<file path="config.mk">
export PLATFORM = sky130hd
export DESIGN_NAME = windowed_mean_rms_ema_unit
export DESIGN_NICKNAME = d
export VERILOG_FILES = /design/src/sv/wmre_pkg.sv /design/src/sv/windowed_mean_rms_ema_unit.sv /design/src/sv/wmre_front.sv /design/src/sv/wmre_fifo.sv /design/src/sv/wmre_div.sv /design/src/sv/wmre_sqrt.sv /design/src/sv/wmre_back.sv
export SDC_FILE = /design/constraint.sdc
export NUM_CORES = 2
export LEC_CHECK = 0
export ABC_AREA = 1
export BUFFER_PORTS_ARGS = -buffer_cell sky130_fd_sc_hd__buf_2
export CAP_MARGIN = 20
export CORE_MARGIN = 2
export CORE_UTILIZATION = 66
export CTS_CLUSTER_DIAMETER = 150
export CTS_CLUSTER_SIZE = 14
export DETAILED_ROUTE_END_ITERATION = 10
export GPL_TIMING_DRIVEN = 0
export PLACE_DENSITY_LB_ADDON = 0.25
export RECOVER_POWER = 25
export SLEW_MARGIN = 15
export SYNTH_ARGS = -nofsm -noshare
export SYNTH_HDL_FRONTEND = slang
export SYNTH_SLANG_ARGS = --single-unit
</file>
<file path="constraint.sdc">
create_clock -name clk_i -period 11.05 [get_ports clk_i]
set_input_delay 1.105 -clock clk_i [delete_from_list [all_inputs] [get_ports clk_i]]
set_output_delay 1.105 -clock clk_i [all_outputs]
set_load 0.005 [all_outputs]
</file>
<file path="src/sv/wmre_pkg.sv">
// shared constants and control bundles for the windowed mean / rms / ema unit
// no dependencies
`default_nettype none

package wmre_pkg;

  localparam int unsigned SAMPLE_BITS_DEF     = 12;
  localparam int unsigned MAX_WINDOW_BITS_DEF = 10;

  // ema gain is unsigned q24, saturated at 1.0
  localparam int unsigned GAIN_FRAC = 24;
  localparam int unsigned GAIN_W    = GAIN_FRAC + 1;
  localparam logic [GAIN_W-1:0] GAIN_ONE = {1'b1, {GAIN_FRAC{1'b0}}};

  localparam int unsigned CFG_DATA_W = GAIN_W;
  localparam int unsigned CFG_IDX_W  = 2;

  localparam logic [CFG_IDX_W-1:0] CFG_OFFSET     = 2'd0;
  localparam logic [CFG_IDX_W-1:0] CFG_WINDOW_LEN = 2'd1;
  localparam logic [CFG_IDX_W-1:0] CFG_EMA_GAIN   = 2'd2;

  localparam int unsigned         WINDOW_LEN_RST = 200;
  localparam logic [GAIN_W-1:0]   EMA_GAIN_RST   = 25'd3355;

  typedef struct packed {
    logic div_start;
    logic root_start;
  } wmre_ctl_t;

  typedef struct packed {
    logic mean_busy;
    logic sq_busy;
    logic root_busy;
  } wmre_sts_t;

endpackage

`default_nettype wire

</file>
<file path="src/sv/windowed_mean_rms_ema_unit.sv">
// top level of the windowed mean / rms / ema unit: config registers, front end,
// job queue, back end, two dividers and the square root unit
// depends on wmre_pkg, wmre_front, wmre_fifo, wmre_div, wmre_sqrt, wmre_back
//
//   port group   dir   contents
//   s_axis_*     in    tdata: raw_sample (low bits), zero padded to bytes
//   m_axis_*     out   tdata: mean, rms, ema (low to high); tuser: window_done
//   cfg_*        in    register write: 0 offset, 1 window_len, 2 ema_gain
//
// a sample passes the back end states idle, mul, acc and out; a sample that
// closes a window also waits in div on the 34-bit square-sum divider
// (2 quotient bits a cycle) and in root on the 12-step square root after it
// the two-entry job queue lets the input side run ahead while the back end
// works or the output register waits; reset clears counts, sums and the ema
`default_nettype none

module windowed_mean_rms_ema_unit #(
  parameter int unsigned MAX_WINDOW_BITS = wmre_pkg::MAX_WINDOW_BITS_DEF,
  parameter int unsigned SAMPLE_BITS     = wmre_pkg::SAMPLE_BITS_DEF
) (
  input  logic                                          clk_i,
  input  logic                                          rst_ni,
  input  logic                                          s_axis_tvalid,
  output logic                                          s_axis_tready,
  // raw_sample
  input  logic [((SAMPLE_BITS+7)/8)*8-1:0]              s_axis_tdata,
  output logic                                          m_axis_tvalid,
  input  logic                                          m_axis_tready,
  // mean, rms, ema
  output logic [((3*(SAMPLE_BITS+1)+7)/8)*8-1:0]        m_axis_tdata,
  // window_done
  output logic                                          m_axis_tuser,
  input  logic                                          cfg_we_i,
  input  logic [wmre_pkg::CFG_IDX_W-1:0]                cfg_idx_i,
  input  logic [wmre_pkg::CFG_DATA_W-1:0]               cfg_wdata_i
);

  import wmre_pkg::*;

  localparam int unsigned S          = SAMPLE_BITS;
  localparam int unsigned MWB        = MAX_WINDOW_BITS;
  localparam int unsigned OUT_W      = S + 1;
  localparam int unsigned OUT_DATA_W = ((3 * OUT_W + 7) / 8) * 8;
  localparam int unsigned SUM_W      = S + MWB + 1;
  localparam int unsigned SQ_W       = 2 * S + MWB;
  localparam int unsigned JOB_W      = S + MWB + 2;

  logic [S-1:0]      offset_q, offset_d;
  logic [MWB-1:0]    window_len_q, window_len_d;
  logic [GAIN_W-1:0] ema_gain_q, ema_gain_d;

  always_comb begin
    offset_d     = offset_q;
    window_len_d = window_len_q;
    ema_gain_d   = ema_gain_q;
    if (cfg_we_i) begin
      unique case (cfg_idx_i)
        CFG_OFFSET:     offset_d     = cfg_wdata_i[S-1:0];
        CFG_WINDOW_LEN: window_len_d = cfg_wdata_i[MWB-1:0];
        CFG_EMA_GAIN:   ema_gain_d   = cfg_wdata_i[GAIN_W-1:0];
        default: begin
        end
      endcase
    end
  end

  always_ff @(posedge clk_i or negedge rst_ni) begin
    if (!rst_ni) begin
      offset_q     <= '0;
      window_len_q <= MWB'(WINDOW_LEN_RST);
      ema_gain_q   <= EMA_GAIN_RST;
    end else begin
      offset_q     <= offset_d;
      window_len_q <= window_len_d;
      ema_gain_q   <= ema_gain_d;
    end
  end

  logic             push, pop, q_full, q_empty;
  logic [JOB_W-1:0] job_in, job_out;

  wmre_front #(
    .SAMPLE_BITS     (S),
    .MAX_WINDOW_BITS (MWB)
  ) u_front (
    .clk_i        (clk_i),
    .rst_ni       (rst_ni),
    .in_valid_i   (s_axis_tvalid),
    .in_ready_o   (s_axis_tready),
    .in_sample_i  (s_axis_tdata[S-1:0]),
    .offset_i     (offset_q),
    .window_len_i (window_len_q),
    .q_full_i     (q_full),
    .push_o       (push),
    .job_o        (job_in)
  );

  wmre_fifo #(
    .WIDTH (JOB_W)
  ) u_fifo (
    .clk_i   (clk_i),
    .rst_ni  (rst_ni),
    .push_i  (push),
    .din_i   (job_in),
    .pop_i   (pop),
    .dout_o  (job_out),
    .full_o  (q_full),
    .empty_o (q_empty)
  );

  wmre_ctl_t        ctl;
  wmre_sts_t        sts;
  logic [SUM_W-1:0] mean_num, mean_quo;
  logic [SQ_W-1:0]  sq_num, sq_quo;
  logic [MWB-1:0]   divisor;
  logic [2*S-1:0]   root_rad;
  logic [S-1:0]     root;
  logic [OUT_W-1:0] out_mean, out_rms, out_ema;

  wmre_div #(
    .DW (SUM_W),
    .VW (MWB)
  ) u_div_mean (
    .clk_i      (clk_i),
    .rst_ni     (rst_ni),
    .start_i    (ctl.div_start),
    .dividend_i (mean_num),
    .divisor_i  (divisor),
    .busy_o     (sts.mean_busy),
    .quot_o     (mean_quo)
  );

  wmre_div #(
    .DW (SQ_W),
    .VW (MWB)
  ) u_div_sq (
    .clk_i      (clk_i),
    .rst_ni     (rst_ni),
    .start_i    (ctl.div_start),
    .dividend_i (sq_num),
    .divisor_i  (divisor),
    .busy_o     (sts.sq_busy),
    .quot_o     (sq_quo)
  );

  wmre_sqrt #(
    .RW (2 * S)
  ) u_sqrt (
    .clk_i   (clk_i),
    .rst_ni  (rst_ni),
    .start_i (ctl.root_start),
    .rad_i   (root_rad),
    .busy_o  (sts.root_busy),
    .root_o  (root)
  );

  wmre_back #(
    .SAMPLE_BITS     (S),
    .MAX_WINDOW_BITS (MWB)
  ) u_back (
    .clk_i       (clk_i),
    .rst_ni      (rst_ni),
    .job_i       (job_out),
    .q_empty_i   (q_empty),
    .pop_o       (pop),
    .ema_gain_i  (ema_gain_q),
    .ctl_o       (ctl),
    .sts_i       (sts),
    .mean_num_o  (mean_num),
    .sq_num_o    (sq_num),
    .divisor_o   (divisor),
    .mean_quo_i  (mean_quo),
    .sq_quo_i    (sq_quo),
    .root_rad_o  (root_rad),
    .root_i      (root),
    .out_valid_o (m_axis_tvalid),
    .out_ready_i (m_axis_tready),
    .out_mean_o  (out_mean),
    .out_rms_o   (out_rms),
    .out_ema_o   (out_ema),
    .out_done_o  (m_axis_tuser)
  );

  assign m_axis_tdata = OUT_DATA_W'({out_ema, out_rms, out_mean});

  // dividers are only started when both are idle
  assert property (@(posedge clk_i) disable iff (!rst_ni)
    ctl.div_start |-> !sts.mean_busy && !sts.sq_busy)
    else $error("divider started while busy");

  // a started division raises busy in both lanes
  assert property (@(posedge clk_i) disable iff (!rst_ni)
    ctl.div_start |=> sts.mean_busy && sts.sq_busy)
    else $error("divider did not start");

  // the root only starts once both quotients are final
  assert property (@(posedge clk_i) disable iff (!rst_ni)
    ctl.root_start |-> !sts.mean_busy && !sts.sq_busy && !sts.root_busy)
    else $error("square root started early");

  // a root start always follows a division start and never overlaps it or a pop
  assert property (@(posedge clk_i) disable iff (!rst_ni)
    ctl.root_start |-> !ctl.div_start && !pop)
    else $error("root start overlaps another step");

endmodule

`default_nettype wire

</file>
<file path="src/sv/wmre_front.sv">
// front end: takes samples, removes the offset, counts the window and
// marks the sample that closes it; depends on nothing outside this file
`default_nettype none

module wmre_front #(
  parameter int unsigned SAMPLE_BITS     = 12,
  parameter int unsigned MAX_WINDOW_BITS = 10
) (
  input  logic                                   clk_i,
  input  logic                                   rst_ni,
  input  logic                                   in_valid_i,
  output logic                                   in_ready_o,
  input  logic [SAMPLE_BITS-1:0]                 in_sample_i,
  input  logic [SAMPLE_BITS-1:0]                 offset_i,
  input  logic [MAX_WINDOW_BITS-1:0]             window_len_i,
  input  logic                                   q_full_i,
  output logic                                   push_o,
  // job word, from bit 0: x, close flag, sample count
  output logic [SAMPLE_BITS+MAX_WINDOW_BITS+1:0] job_o
);

  localparam int unsigned XW = SAMPLE_BITS + 1;

  logic [MAX_WINDOW_BITS-1:0] cnt_q, cnt_d, cnt_inc;
  logic                       close;
  logic                       accept;
  logic signed [XW-1:0]       x;

  assign in_ready_o = !q_full_i;
  assign accept     = in_valid_i && !q_full_i;
  assign push_o     = accept;

  assign x = $signed({1'b0, in_sample_i}) - $signed({1'b0, offset_i});

  always_comb begin
    cnt_inc = cnt_q + MAX_WINDOW_BITS'(1);
    // count saturates instead of wrapping
    if (cnt_inc == '0) begin
      cnt_inc = '1;
    end
    close = (cnt_inc >= window_len_i);
    cnt_d = cnt_q;
    if (accept) begin
      cnt_d = close ? '0 : cnt_inc;
    end
  end

  assign job_o = {cnt_inc, close, x};

  always_ff @(posedge clk_i or negedge rst_ni) begin
    if (!rst_ni) begin
      cnt_q <= '0;
    end else begin
      cnt_q <= cnt_d;
    end
  end

endmodule

`default_nettype wire

</file>
<file path="src/sv/wmre_fifo.sv">
// two-entry job queue between the front end and the back end
// no dependencies
`default_nettype none

module wmre_fifo #(
  parameter int unsigned WIDTH = 24
) (
  input  logic             clk_i,
  input  logic             rst_ni,
  input  logic             push_i,
  input  logic [WIDTH-1:0] din_i,
  input  logic             pop_i,
  output logic [WIDTH-1:0] dout_o,
  output logic             full_o,
  output logic             empty_o
);

  logic [WIDTH-1:0] mem_q [2];
  logic             wr_ptr_q, rd_ptr_q;
  logic [1:0]       level_q;

  assign full_o  = (level_q == 2'd2);
  assign empty_o = (level_q == 2'd0);
  assign dout_o  = mem_q[rd_ptr_q];

  always_ff @(posedge clk_i) begin
    if (push_i) begin
      mem_q[wr_ptr_q] <= din_i;
    end
  end

  always_ff @(posedge clk_i or negedge rst_ni) begin
    if (!rst_ni) begin
      wr_ptr_q <= 1'b0;
      rd_ptr_q <= 1'b0;
      level_q  <= 2'd0;
    end else begin
      if (push_i) begin
        wr_ptr_q <= !wr_ptr_q;
      end
      if (pop_i) begin
        rd_ptr_q <= !rd_ptr_q;
      end
      if (push_i && !pop_i) begin
        level_q <= level_q + 2'd1;
      end else if (pop_i && !push_i) begin
        level_q <= level_q - 2'd1;
      end
    end
  end

endmodule

`default_nettype wire

</file>
<file path="src/sv/wmre_div.sv">
// unsigned restoring divider, two quotient bits per cycle
// no dependencies
`default_nettype none

module wmre_div #(
  parameter int unsigned DW = 34,
  parameter int unsigned VW = 10
) (
  input  logic          clk_i,
  input  logic          rst_ni,
  input  logic          start_i,
  input  logic [DW-1:0] dividend_i,
  input  logic [VW-1:0] divisor_i,
  output logic          busy_o,
  output logic [DW-1:0] quot_o
);

  localparam int unsigned PW    = DW + (DW % 2);
  localparam int unsigned STEPS = PW / 2;
  localparam int unsigned CW    = $clog2(STEPS + 1);

  logic          busy_q;
  logic [CW-1:0] step_q;
  logic [VW-1:0] rem_q, rem_n;
  logic [PW-1:0] quo_q, quo_n;
  logic [VW-1:0] div_q;
  logic [VW:0]   r_ext, diff;
  logic          ge;

  always_comb begin
    rem_n = rem_q;
    quo_n = quo_q;
    r_ext = '0;
    diff  = '0;
    ge    = 1'b0;
    for (int i = 0; i < 2; i++) begin
      r_ext = {rem_n, quo_n[PW-1]};
      diff  = r_ext - {1'b0, div_q};
      ge    = (r_ext >= {1'b0, div_q});
      rem_n = ge ? diff[VW-1:0] : r_ext[VW-1:0];
      quo_n = {quo_n[PW-2:0], ge};
    end
  end

  assign busy_o = busy_q;
  assign quot_o = quo_q[DW-1:0];

  always_ff @(posedge clk_i) begin
    if (start_i) begin
      rem_q <= '0;
      quo_q <= PW'(dividend_i);
      div_q <= divisor_i;
    end else if (busy_q) begin
      rem_q <= rem_n;
      quo_q <= quo_n;
    end
  end

  always_ff @(posedge clk_i or negedge rst_ni) begin
    if (!rst_ni) begin
      busy_q <= 1'b0;
      step_q <= '0;
    end else if (start_i) begin
      busy_q <= 1'b1;
      step_q <= CW'(STEPS);
    end else if (busy_q) begin
      step_q <= step_q - CW'(1);
      if (step_q == CW'(1)) begin
        busy_q <= 1'b0;
      end
    end
  end

endmodule

`default_nettype wire

</file>
<file path="src/sv/wmre_sqrt.sv">
// integer floor square root, one root bit per cycle
// no dependencies
`default_nettype none

module wmre_sqrt #(
  parameter int unsigned RW = 24
) (
  input  logic            clk_i,
  input  logic            rst_ni,
  input  logic            start_i,
  input  logic [RW-1:0]   rad_i,
  output logic            busy_o,
  output logic [RW/2-1:0] root_o
);

  localparam int unsigned QW = RW / 2;
  localparam int unsigned CW = $clog2(QW + 1);

  logic          busy_q;
  logic [CW-1:0] step_q;
  logic [RW-1:0] rad_q;
  logic [QW+1:0] rem_q, rem_s, trial, rem_n;
  logic [QW-1:0] root_q, root_n;
  logic          ge;

  always_comb begin
    rem_s  = {rem_q[QW-1:0], rad_q[RW-1:RW-2]};
    trial  = {root_q, 2'b01};
    ge     = (rem_s >= trial);
    rem_n  = ge ? (rem_s - trial) : rem_s;
    root_n = {root_q[QW-2:0], ge};
  end

  assign busy_o = busy_q;
  assign root_o = root_q;

  always_ff @(posedge clk_i) begin
    if (start_i) begin
      rad_q  <= rad_i;
      rem_q  <= '0;
      root_q <= '0;
    end else if (busy_q) begin
      rad_q  <= {rad_q[RW-3:0], 2'b00};
      rem_q  <= rem_n;
      root_q <= root_n;
    end
  end

  always_ff @(posedge clk_i or negedge rst_ni) begin
    if (!rst_ni) begin
      busy_q <= 1'b0;
      step_q <= '0;
    end else if (start_i) begin
      busy_q <= 1'b1;
      step_q <= CW'(QW);
    end else if (busy_q) begin
      step_q <= step_q - CW'(1);
      if (step_q == CW'(1)) begin
        busy_q <= 1'b0;
      end
    end
  end

endmodule

`default_nettype wire

</file>
<file path="src/sv/wmre_back.sv">
// back end: sums, ema update, window close sequencing and output register
// depends on wmre_pkg; drives the dividers and square root unit in the top
`default_nettype none

module wmre_back #(
  parameter int unsigned SAMPLE_BITS     = 12,
  parameter int unsigned MAX_WINDOW_BITS = 10
) (
  input  logic                                              clk_i,
  input  logic                                              rst_ni,
  input  logic [SAMPLE_BITS+MAX_WINDOW_BITS+1:0]            job_i,
  input  logic                                              q_empty_i,
  output logic                                              pop_o,
  input  logic [wmre_pkg::GAIN_W-1:0]                       ema_gain_i,
  output wmre_pkg::wmre_ctl_t                               ctl_o,
  input  wmre_pkg::wmre_sts_t                               sts_i,
  output logic [SAMPLE_BITS+MAX_WINDOW_BITS:0]              mean_num_o,
  output logic [2*SAMPLE_BITS+MAX_WINDOW_BITS-1:0]          sq_num_o,
  output logic [MAX_WINDOW_BITS-1:0]                        divisor_o,
  input  logic [SAMPLE_BITS+MAX_WINDOW_BITS:0]              mean_quo_i,
  input  logic [2*SAMPLE_BITS+MAX_WINDOW_BITS-1:0]          sq_quo_i,
  output logic [2*SAMPLE_BITS-1:0]                          root_rad_o,
  input  logic [SAMPLE_BITS-1:0]                            root_i,
  output logic                                              out_valid_o,
  input  logic                                              out_ready_i,
  output logic [SAMPLE_BITS:0]                              out_mean_o,
  output logic [SAMPLE_BITS:0]                              out_rms_o,
  output logic [SAMPLE_BITS:0]                              out_ema_o,
  output logic                                              out_done_o
);

  import wmre_pkg::*;

  localparam int unsigned S      = SAMPLE_BITS;
  localparam int unsigned MWB    = MAX_WINDOW_BITS;
  localparam int unsigned XW     = S + 1;
  localparam int unsigned OUT_W  = S + 1;
  localparam int unsigned SUM_W  = S + MWB + 1;
  localparam int unsigned SQ_W   = 2 * S + MWB;
  localparam int unsigned EMA_W  = XW + GAIN_FRAC;
  localparam int unsigned D_W    = EMA_W + 1;
  localparam int unsigned DH_W   = D_W - GAIN_FRAC;
  localparam int unsigned P_HI_W = DH_W + GAIN_W + 1;
  localparam int unsigned P_LO_W = GAIN_FRAC + GAIN_W;

  localparam logic [2:0] ST_IDLE = 3'd0;
  localparam logic [2:0] ST_MUL  = 3'd1;
  localparam logic [2:0] ST_ACC  = 3'd2;
  localparam logic [2:0] ST_DIV  = 3'd3;
  localparam logic [2:0] ST_ROOT = 3'd4;
  localparam logic [2:0] ST_OUT  = 3'd5;

  logic [2:0]               state_q, state_d;
  logic signed [SUM_W-1:0]  sum_q, sum_d;
  logic [SQ_W-1:0]          sq_q, sq_d;
  logic signed [D_W-1:0]    d_q, d_d;
  logic signed [P_HI_W-1:0] p_hi_q, p_hi_d;
  logic [P_LO_W-1:0]        p_lo_q, p_lo_d;
  logic signed [EMA_W-1:0]  ema_q, ema_d;
  logic                     close_q, close_d;
  logic [MWB-1:0]           cnt_q, cnt_d;
  logic                     neg_q, neg_d;
  logic [OUT_W-1:0]         held_mean_q, held_mean_d;
  logic [OUT_W-1:0]         held_rms_q, held_rms_d;
  logic                     out_valid_q, out_valid_d;
  logic [OUT_W-1:0]         out_mean_q, out_mean_d;
  logic [OUT_W-1:0]         out_rms_q, out_rms_d;
  logic [OUT_W-1:0]         out_ema_q, out_ema_d;
  logic                     out_done_q, out_done_d;

  logic signed [XW-1:0]     job_x;
  logic                     job_close;
  logic [MWB-1:0]           job_cnt;
  logic signed [2*XW-1:0]   x_sq;
  logic signed [D_W-1:0]    x_sh;
  logic signed [DH_W-1:0]   dh;
  logic [GAIN_FRAC-1:0]     dl;
  logic [GAIN_W-1:0]        g_sat;
  logic signed [GAIN_W:0]   g_s;
  logic [SUM_W-1:0]         sum_u;
  logic [OUT_W-1:0]         mean_mag;
  logic [EMA_W-1:0]         ema_bias, ema_t;

  assign job_x     = job_i[XW-1:0];
  assign job_close = job_i[XW];
  assign job_cnt   = job_i[XW+1 +: MWB];

  assign x_sq  = job_x * job_x;
  assign x_sh  = D_W'(job_x) <<< GAIN_FRAC;
  // floor split of the difference keeps both products narrow
  assign dh    = d_q[D_W-1:GAIN_FRAC];
  assign dl    = d_q[GAIN_FRAC-1:0];
  assign g_sat = (ema_gain_i > GAIN_ONE) ? GAIN_ONE : ema_gain_i;
  assign g_s   = $signed({1'b0, g_sat});

  assign sum_u      = sum_q;
  assign mean_num_o = sum_u[SUM_W-1] ? (SUM_W'(0) - sum_u) : sum_u;
  assign sq_num_o   = sq_q;
  assign divisor_o  = cnt_q;
  assign root_rad_o = sq_quo_i[2*S-1:0];
  assign mean_mag   = {1'b0, mean_quo_i[S-1:0]};

  // truncate toward zero: bias negative values before the shift
  assign ema_bias = {{(EMA_W-GAIN_FRAC){1'b0}}, {GAIN_FRAC{ema_q[EMA_W-1]}}};
  assign ema_t    = ema_q + ema_bias;

  always_comb begin
    state_d     = state_q;
    sum_d       = sum_q;
    sq_d        = sq_q;
    d_d         = d_q;
    p_hi_d      = p_hi_q;
    p_lo_d      = p_lo_q;
    ema_d       = ema_q;
    close_d     = close_q;
    cnt_d       = cnt_q;
    neg_d       = neg_q;
    held_mean_d = held_mean_q;
    held_rms_d  = held_rms_q;
    out_valid_d = out_valid_q;
    out_mean_d  = out_mean_q;
    out_rms_d   = out_rms_q;
    out_ema_d   = out_ema_q;
    out_done_d  = out_done_q;
    pop_o       = 1'b0;
    ctl_o       = '0;

    if (out_valid_q && out_ready_i) begin
      out_valid_d = 1'b0;
    end

    unique case (state_q)
      ST_IDLE: begin
        if (!q_empty_i) begin
          pop_o   = 1'b1;
          sum_d   = sum_q + SUM_W'(job_x);
          sq_d    = sq_q + SQ_W'(x_sq[2*S-1:0]);
          d_d     = x_sh - D_W'(ema_q);
          close_d = job_close;
          cnt_d   = job_cnt;
          state_d = ST_MUL;
        end
      end
      ST_MUL: begin
        p_hi_d  = dh * g_s;
        p_lo_d  = dl * g_sat;
        state_d = ST_ACC;
      end
      ST_ACC: begin
        ema_d = ema_q + p_hi_q[EMA_W-1:0] + EMA_W'(p_lo_q[P_LO_W-1:GAIN_FRAC]);
        if (close_q) begin
          // dividers capture the sums on this edge
          ctl_o.div_start = 1'b1;
          neg_d           = sum_q[SUM_W-1];
          sum_d           = '0;
          sq_d            = '0;
          state_d         = ST_DIV;
        end else begin
          state_d = ST_OUT;
        end
      end
      ST_DIV: begin
        if (!sts_i.mean_busy && !sts_i.sq_busy) begin
          ctl_o.root_start = 1'b1;
          held_mean_d      = neg_q ? (OUT_W'(0) - mean_mag) : mean_mag;
          state_d          = ST_ROOT;
        end
      end
      ST_ROOT: begin
        if (!sts_i.root_busy) begin
          held_rms_d = {1'b0, root_i};
          state_d    = ST_OUT;
        end
      end
      ST_OUT: begin
        if (!out_valid_q || out_ready_i) begin
          out_valid_d = 1'b1;
          out_mean_d  = held_mean_q;
          out_rms_d   = held_rms_q;
          out_ema_d   = ema_t[EMA_W-1:GAIN_FRAC];
          out_done_d  = close_q;
          state_d     = ST_IDLE;
        end
      end
      default: begin
        state_d = ST_IDLE;
      end
    endcase
  end

  assign out_valid_o = out_valid_q;
  assign out_mean_o  = out_mean_q;
  assign out_rms_o   = out_rms_q;
  assign out_ema_o   = out_ema_q;
  assign out_done_o  = out_done_q;

  always_ff @(posedge clk_i) begin
    d_q        <= d_d;
    p_hi_q     <= p_hi_d;
    p_lo_q     <= p_lo_d;
    close_q    <= close_d;
    cnt_q      <= cnt_d;
    neg_q      <= neg_d;
    out_mean_q <= out_mean_d;
    out_rms_q  <= out_rms_d;
    out_ema_q  <= out_ema_d;
    out_done_q <= out_done_d;
  end

  always_ff @(posedge clk_i or negedge rst_ni) begin
    if (!rst_ni) begin
      state_q     <= ST_IDLE;
      sum_q       <= '0;
      sq_q        <= '0;
      ema_q       <= '0;
      held_mean_q <= '0;
      held_rms_q  <= '0;
      out_valid_q <= 1'b0;
    end else begin
      state_q     <= state_d;
      sum_q       <= sum_d;
      sq_q        <= sq_d;
      ema_q       <= ema_d;
      held_mean_q <= held_mean_d;
      held_rms_q  <= held_rms_d;
      out_valid_q <= out_valid_d;
    end
  end

endmodule

`default_nettype wire
</file>
# ---- Word level (Yosys, flattened, before mapping)
# Memory sizes are Yosys's and may differ from the RTL's.
# Index checks and enable logic that the tools add are counted.
dict set report op_classes {
  n_mul 3
  bitwise_logic 2
  n_lt_le_gt_ge 7
  n_eq_ne 16
  reduce_logical 33
  n_mux 56
  add_sub_neg 20
}
# operator n
set op_table {}
lappend op_table {{34-bit two-way mux} 4}
lappend op_table {{23-bit two-way mux} 5}
lappend op_table {{34-bit one-hot mux with 2 select lines} 1}
lappend op_table {{10-bit two-way mux} 6}
lappend op_table {{24-bit by 25-bit multiplier with 49-bit output} 1}
lappend op_table {{24-bit two-way mux} 2}
lappend op_table {{23-bit one-hot mux with 2 select lines} 1}
lappend op_table {{11-bit by 10-bit greater-or-equal comparator with 1-bit output} 4}
lappend op_table {{10-bit subtractor} 4}
lappend op_table {{37-bit by 37-bit subtractor with 38-bit output} 1}
lappend op_table {{37-bit by 24-bit adder with 37-bit output} 1}
lappend op_table {{37-bit by 25-bit adder with 37-bit output} 1}
lappend op_table {{37-bit adder} 1}
lappend op_table {{14-bit by 26-bit multiplier with 37-bit output} 1}
lappend op_table {{34-bit by 24-bit adder with 34-bit output} 1}
lappend op_table {{25-bit > comparator (second input constant)} 1}
lappend op_table {{25-bit two-way mux} 1}
lappend op_table {{13-bit by 13-bit multiplier with 24-bit output} 1}
lappend op_table {{23-bit by 13-bit adder with 23-bit output} 1}
lappend op_table {{1-bit by 23-bit subtractor with 23-bit output (first input constant)} 1}
lappend op_table {{1-bit two-way mux} 20}
lappend op_table {{3-bit one-hot mux with 6 select lines} 1}
lappend op_table {{4-bit two-way mux} 4}
lappend op_table {{2-bit AND reduction} 8}
lappend op_table {{other kinds (34)} 65}
dict set report totals {
  output_inout_bits 43
  reg_bits 511
  wordCells 177
  memories 1
  ramBits 48
}
# name words width rd rd_ports_with_merged_regs write_ports line
set mem_list {}
lappend mem_list {u_fifo.mem_q 2 24 1 0 1 wmre_fifo.sv:18} ;# logic [WIDTH-1:0] mem_q [2];

# ---- Longest topological paths before layout
dict set report depth {
  ltp_word 7
  ltp_mapped 42
  ltp_nobuf 39
}

# ---- Cells and area by module
# Synthesis repeated with hierarchy kept, for this count alone.
dict set report hier_totals {
  cells_unflattened 8128
  area_unflattened_um2 68363.1
}
# mod area_per_inst_um2 cells_each instances seq_area_each_um2
set by_module_without_submodules {}
lappend by_module_without_submodules {wmre_back 52444.0 6226 1 7612.3}
lappend by_module_without_submodules {{wmre_div at u_div_sq} 3846.2 486 1 1671.6}
lappend by_module_without_submodules {{wmre_div at u_div_mean} 3555.9 457 1 1336.3}
lappend by_module_without_submodules {wmre_sqrt 2955.3 394 1 1326.3}
lappend by_module_without_submodules {wmre_fifo 2040.7 100 1 1541.5}
lappend by_module_without_submodules {windowed_mean_rms_ema_unit 1963.1 212 1 1188.6}
lappend by_module_without_submodules {wmre_front 1557.7 253 1 250.2}

# ---- Worst setup path before layout
# Ideal clock, no wire load.
dict set report synth_timing {
  path_kind {register -> register}
  start {reg u_fifo.rd_ptr_q}
  end {reg u_back.sq_q[32] (netlist: u_back.sq_num_o[32])}
  setup_ns 0.123
  setup_slack_ns 3.300
  path_buffers 3
  period_less_slack_ns 7.750
  arrival_ns 7.627
  path_stages_with_launch 41
  path_cell_list {dfrtp_1 > buf_4 > inv_2 > clkbuf_1 > or2_2 > o21ai_0 > clkbuf_1 > nor2_1 > fa_1 > fa_1 > inv_1 > fa_1 > inv_1 > fa_1 > inv_1 > fa_1 > fa_1 > inv_1 > [5 not listed] > a21boi_0 > o21ai_1 > nand2_1 > nand2_1 > xor2_1 > inv_1 > ha_1 > nand2_1 > nor4_1 > nand3_1 > nand3_1 > nand2_1 > nand2_1 > nand2_1 > inv_1 > nand2_1 > o21ai_0 > a21oi_1}
}
dict set report synth_via {
  elab_chain_len 5
}
# element line
set synth_rtl {}
lappend synth_rtl {{start, declared} wmre_fifo.sv:19} ;# logic wr_ptr_q, rd_ptr_q;
lappend synth_rtl {{start signal, assigned} wmre_fifo.sv:42} ;# rd_ptr_q <= !rd_ptr_q;
lappend synth_rtl {{memory read 2 x 24 bit} -}
lappend synth_rtl {{13-bit by 13-bit multiplier with 24-bit output} wmre_back.sv:88} ;# assign x_sq = job_x * job_x;
lappend synth_rtl {{34-bit by 24-bit adder with 34-bit output} wmre_back.sv:137} ;# sq_d = sq_q + SQ_W'(x_sq[2*S-1:0]);
lappend synth_rtl {{34-bit two-way mux} wmre_back.sv:134} ;# if (!q_empty_i) begin
lappend synth_rtl {{34-bit one-hot mux with 2 select lines} wmre_back.sv:132} ;# unique case (state_q)
lappend synth_rtl {{end signal, assigned} wmre_back.sv:222} ;# sq_q <= sq_d;
lappend synth_rtl {{end, declared} wmre_back.sv:55} ;# logic [SQ_W-1:0] sq_q, sq_d;
# Every way passes these cells. The select of a mux whose other input is x is not followed.
# A chain may end at the register's enable or synchronous reset.

# ---- Worst setup path in the final report
# Same ends and word-level chain as after synthesis.

==> impl_summary.txt <==
----------------------------------------------------
[Clock tree]
  Count of hold buffers inserted by post-cts repair ... 0
  CTS tree ... built
  Insertion delay to the later sink of the worst-skew pair ... 0.67 ns
  Largest buffer count on any clock path ... 3
  Clock slew at the register clock pins of the worst setup and hold paths ... 0.08 ns
  Number of setup buffers added after CTS ... 0
  Resized Gates After CTS ... 0
  TritonCTS Sinks ... 535
  Max H-tree Level ... 2
  Clock root buffer master ... sky130_fd_sc_hd__clkbuf_16
  Clock buffers created by TritonCTS ... 45

[Drt]
  # DRC ... 0
  Count of TritonRoute iterations in the first routing pass ... 6
  Number of vias per cell ... 5.92
  Initial drt markers ... 5470
  Total Wirelength ... 215000 um
  Via count ... 55300
  Antenna Nets Post-Route ... 0
  Wire length per cell after detailed routing ... 23.0 um

[STA]
  Sum of negative setup slack ... 0 ns
  Headroom to the max-slew limit ... -1.98
  Final setup vio count ... 0
  Final worst-path cycle share ... 0.906
  Minimum clock period after layout ... 10.01 ns
  Transition time at the pin with the least slew margin ... 4.47 ns
  Maximum achievable frequency ... 0.0999 GHz
  Unrepaired setup endpoints after global routing ... no
  Clock Skew ... 0.0554 ns
  Number of max-slew violations in the final report ... 205
  Count of endpoints failing hold in the final timing report ... 0

[Yosys]
  Complex-gate fraction of the synthesized area ... 0.0838
  Main combinational cell family by area after synthesis ... adder cells
  Synthesized instance count ... 7849
  Count of flip-flops with a built-in enable after synthesis ... 290
  Distinct cells, synth ... 75
  Sequential area share after synthesis ... 0.221
  Share of flip-flops with an asynchronous set or reset ... 0.374
  Yosys warning total ... 0
  Netlist Area Pre-Place ... 0.0663 mm^2
  Post-synthesis average cell area ... 8.45 um^2
  Xor and xnor fraction of the mapped netlist area ... 0.0310
  Post-synthesis simple-gate area fraction ... 0.167
  Most frequently used flop master after synthesis ... sky130_fd_sc_hd__edfxtp_1
  Synthesis-stage register bit count ... 535
  Adder-cell share of the synthesized area ... 0.391
  Portion of netlist area occupied by mux cells ... 0.00221

[Critical path]
  Setup crit end kind ... register
  Type of the setup path with the least slack ... register to register
  Critical-path top delay cell ... sky130_fd_sc_hd__clkbuf_1
  CP arrival ... 10.51 ns
  Most repeated library cell on the critical path ... sky130_fd_sc_hd__nand2_1
  Startpoint types ... register
  Max FO, Critical Path ... 10
  CP peak stage delay ... 0.65 ns
  Required @ worst endpoint ... 11.55 ns

[Global route]
  Wire length of the first global-routing pass ... 326000 um
  Total routing resource utilization after global routing ... 0.424
  Via count of the first global-routing pass ... 56500
  Global-route congestion overflow total ... 0
  Antenna violations before repair ... 2
  Largest net degree at the start of global routing ... 87

[Layout]
  Share of cells above drive strength 1 ... 0.0442
  Highest-count cells in the layout ignoring fill and taps ... sky130_fd_sc_hd__nand2_1, sky130_fd_sc_hd__inv_1, sky130_fd_sc_hd__fa_1
  Total of fill cells in the finished design ... 8049
  Area Overhead vs Synth ... 5.41%
  Non-filler cells, final ... 9333
  Total number of nets in the final design ... 9549

[Run status]
  Result of the run ... complete, but fails checks
  Failing checks ... capacitance limit, slew limit

[Placed design]
  Placed cell count ... 9247
  Buffers on Ports ... 84
  Placer Congestion ... 1.04
  Half-perimeter wire length of the detailed placement result ... 177000 um

[Floorplanning]
  Die Outline Area ... 0.103 mm^2
  Row Count ... 116
  Core region area ... 0.0999 mm^2
  Chip Width ... 321 um
  Die H ... 321 um
  Boundary Pins ... 91
  Initial core utilization ... 0.664

[Min path]
  Min-delay worst type ... register to register

[Run]
  Max-capacitance violation count ... 3

----------------------------------------------------
## Yosys cell counts (26+ instances only)
cell type                  count  share of area
sky130_fd_sc_hd__a31oi_1      34         0.0032
sky130_fd_sc_hd__buf_2        53         0.0040
sky130_fd_sc_hd__o21ai_1      36         0.0027
sky130_fd_sc_hd__edfxtp_1    290           0.13
sky130_fd_sc_hd__fa_1        944           0.28
sky130_fd_sc_hd__nor3_1       55         0.0041
sky130_fd_sc_hd__or2_2        32         0.0030
sky130_fd_sc_hd__nand4_1      47         0.0044
sky130_fd_sc_hd__inv_1      1543          0.087
sky130_fd_sc_hd__dfrtp_1     190          0.072
sky130_fd_sc_hd__o22ai_1      26         0.0025
sky130_fd_sc_hd__nor2_1      828          0.047
sky130_fd_sc_hd__a21oi_1     337          0.025
sky130_fd_sc_hd__nand2_1    1543          0.087
sky130_fd_sc_hd__ha_1        560           0.11
sky130_fd_sc_hd__xnor2_1      74         0.0098
sky130_fd_sc_hd__xor2_1      159          0.021
sky130_fd_sc_hd__dfxtp_1      45          0.014
sky130_fd_sc_hd__nand3_1     177          0.013
sky130_fd_sc_hd__clkbuf_1    175         0.0099
sky130_fd_sc_hd__o21ai_0     389          0.029
## through the flow
step	setup WS [ns]	hold slack, ns	instance area (um^2)	util
3_5_place_dp	1.46	0.407	68600	0.687
5_1_grt	0.433	0.420	69900	0.700
4_1_cts	1.42	0.325	70000	0.701
2_1_floorplan	3.30	0.400	66300	-
3_3_place_gp	1.17	0.401	68400	0.685
6_report	1.04	0.412	69900	0.700
## sequential cells by signal, summed over array words and instances, names as in the netlist, 25 cells and up
| name | flops |
|---|---|
| u_fifo.mem_q | 48 |
| u_div_sq.quot_o | 34 |
| u_back.p_lo_q | 25 |
| ema_gain_q | 25 |
| u_back.d_q | 38 |
| u_back.ema_q | 37 |
| u_back.p_hi_q | 37 |
| u_back.sq_num_o | 34 |
## critical path: cells and delay by family, from the launching register on
| family | cells | cell delay (ns) |
|---|---|---|
| adder cells (fa/ha/maj) | 8 | 3.88 |
| XOR/XNOR | 1 | 0.41 |
| AO/OA/AOI/OAI | 9 | 1.66 |
| buffers and inverters | 10 | 1.80 |
| flip-flops | 1 | 0.32 |
| AND/OR/NAND/NOR | 12 | 1.82 |
## routing by layer
layer	up-vias	share of wire	global-route usage
met5	-	0.000056	0
met4	2	0.083	0.281
met3	733	0.095	0.0842
met2	2820	0.46	0.682
met1	27100	0.36	0.523
li1	24700	-	-
## logic make-up (layout without fill, tap and decap cells)
family	after synthesis	in the layout
adders and majority gates	1504	1504
DFF	535	535
muxes	13	13
other	1	3
and+or+nand+nor	2754	2754
buffers and inverters	1820	2004
xor gates and xnor gates	234	234
AOI/OAI and AO/OA	988	988
## final timing paths
path	startpoint	to	slack [ns]	depth (start not counted)
min	u_back.divisor_o[3]	u_div_sq.div_q[3]	0.41	0
min in group asynchronous	rst_ni	u_back.held_rms_q[6]	1.13	1
min reg2reg	u_back.divisor_o[3]	u_div_sq.div_q[3]	0.41	0
max reg2reg	u_fifo.rd_ptr_q	u_back.sq_num_o[32]	1.04	40
max	u_fifo.rd_ptr_q	u_back.sq_num_o[32]	1.04	40
max in group asynchronous	rst_ni	ema_gain_q[9]	3.03	3
## cell type report
cell class                 instances  area (um^2)  share of cell area
multi-input combinational       5495        44800               0.641
clock inverter                     6         67.6            0.000966
tap                             1298         1620              0.0232
timing repair buffer             100          602             0.00861
clock buffer                      78         1270              0.0182
buffer                           245         1020              0.0146
inverter                        1575         5910              0.0846
antenna                            1         2.50           0.0000358
sequential                       535        14600               0.209
Power is left out: the tool's default activity adds up to more than one toggle a clock period on the data nets, which glitch-free logic cannot reach.
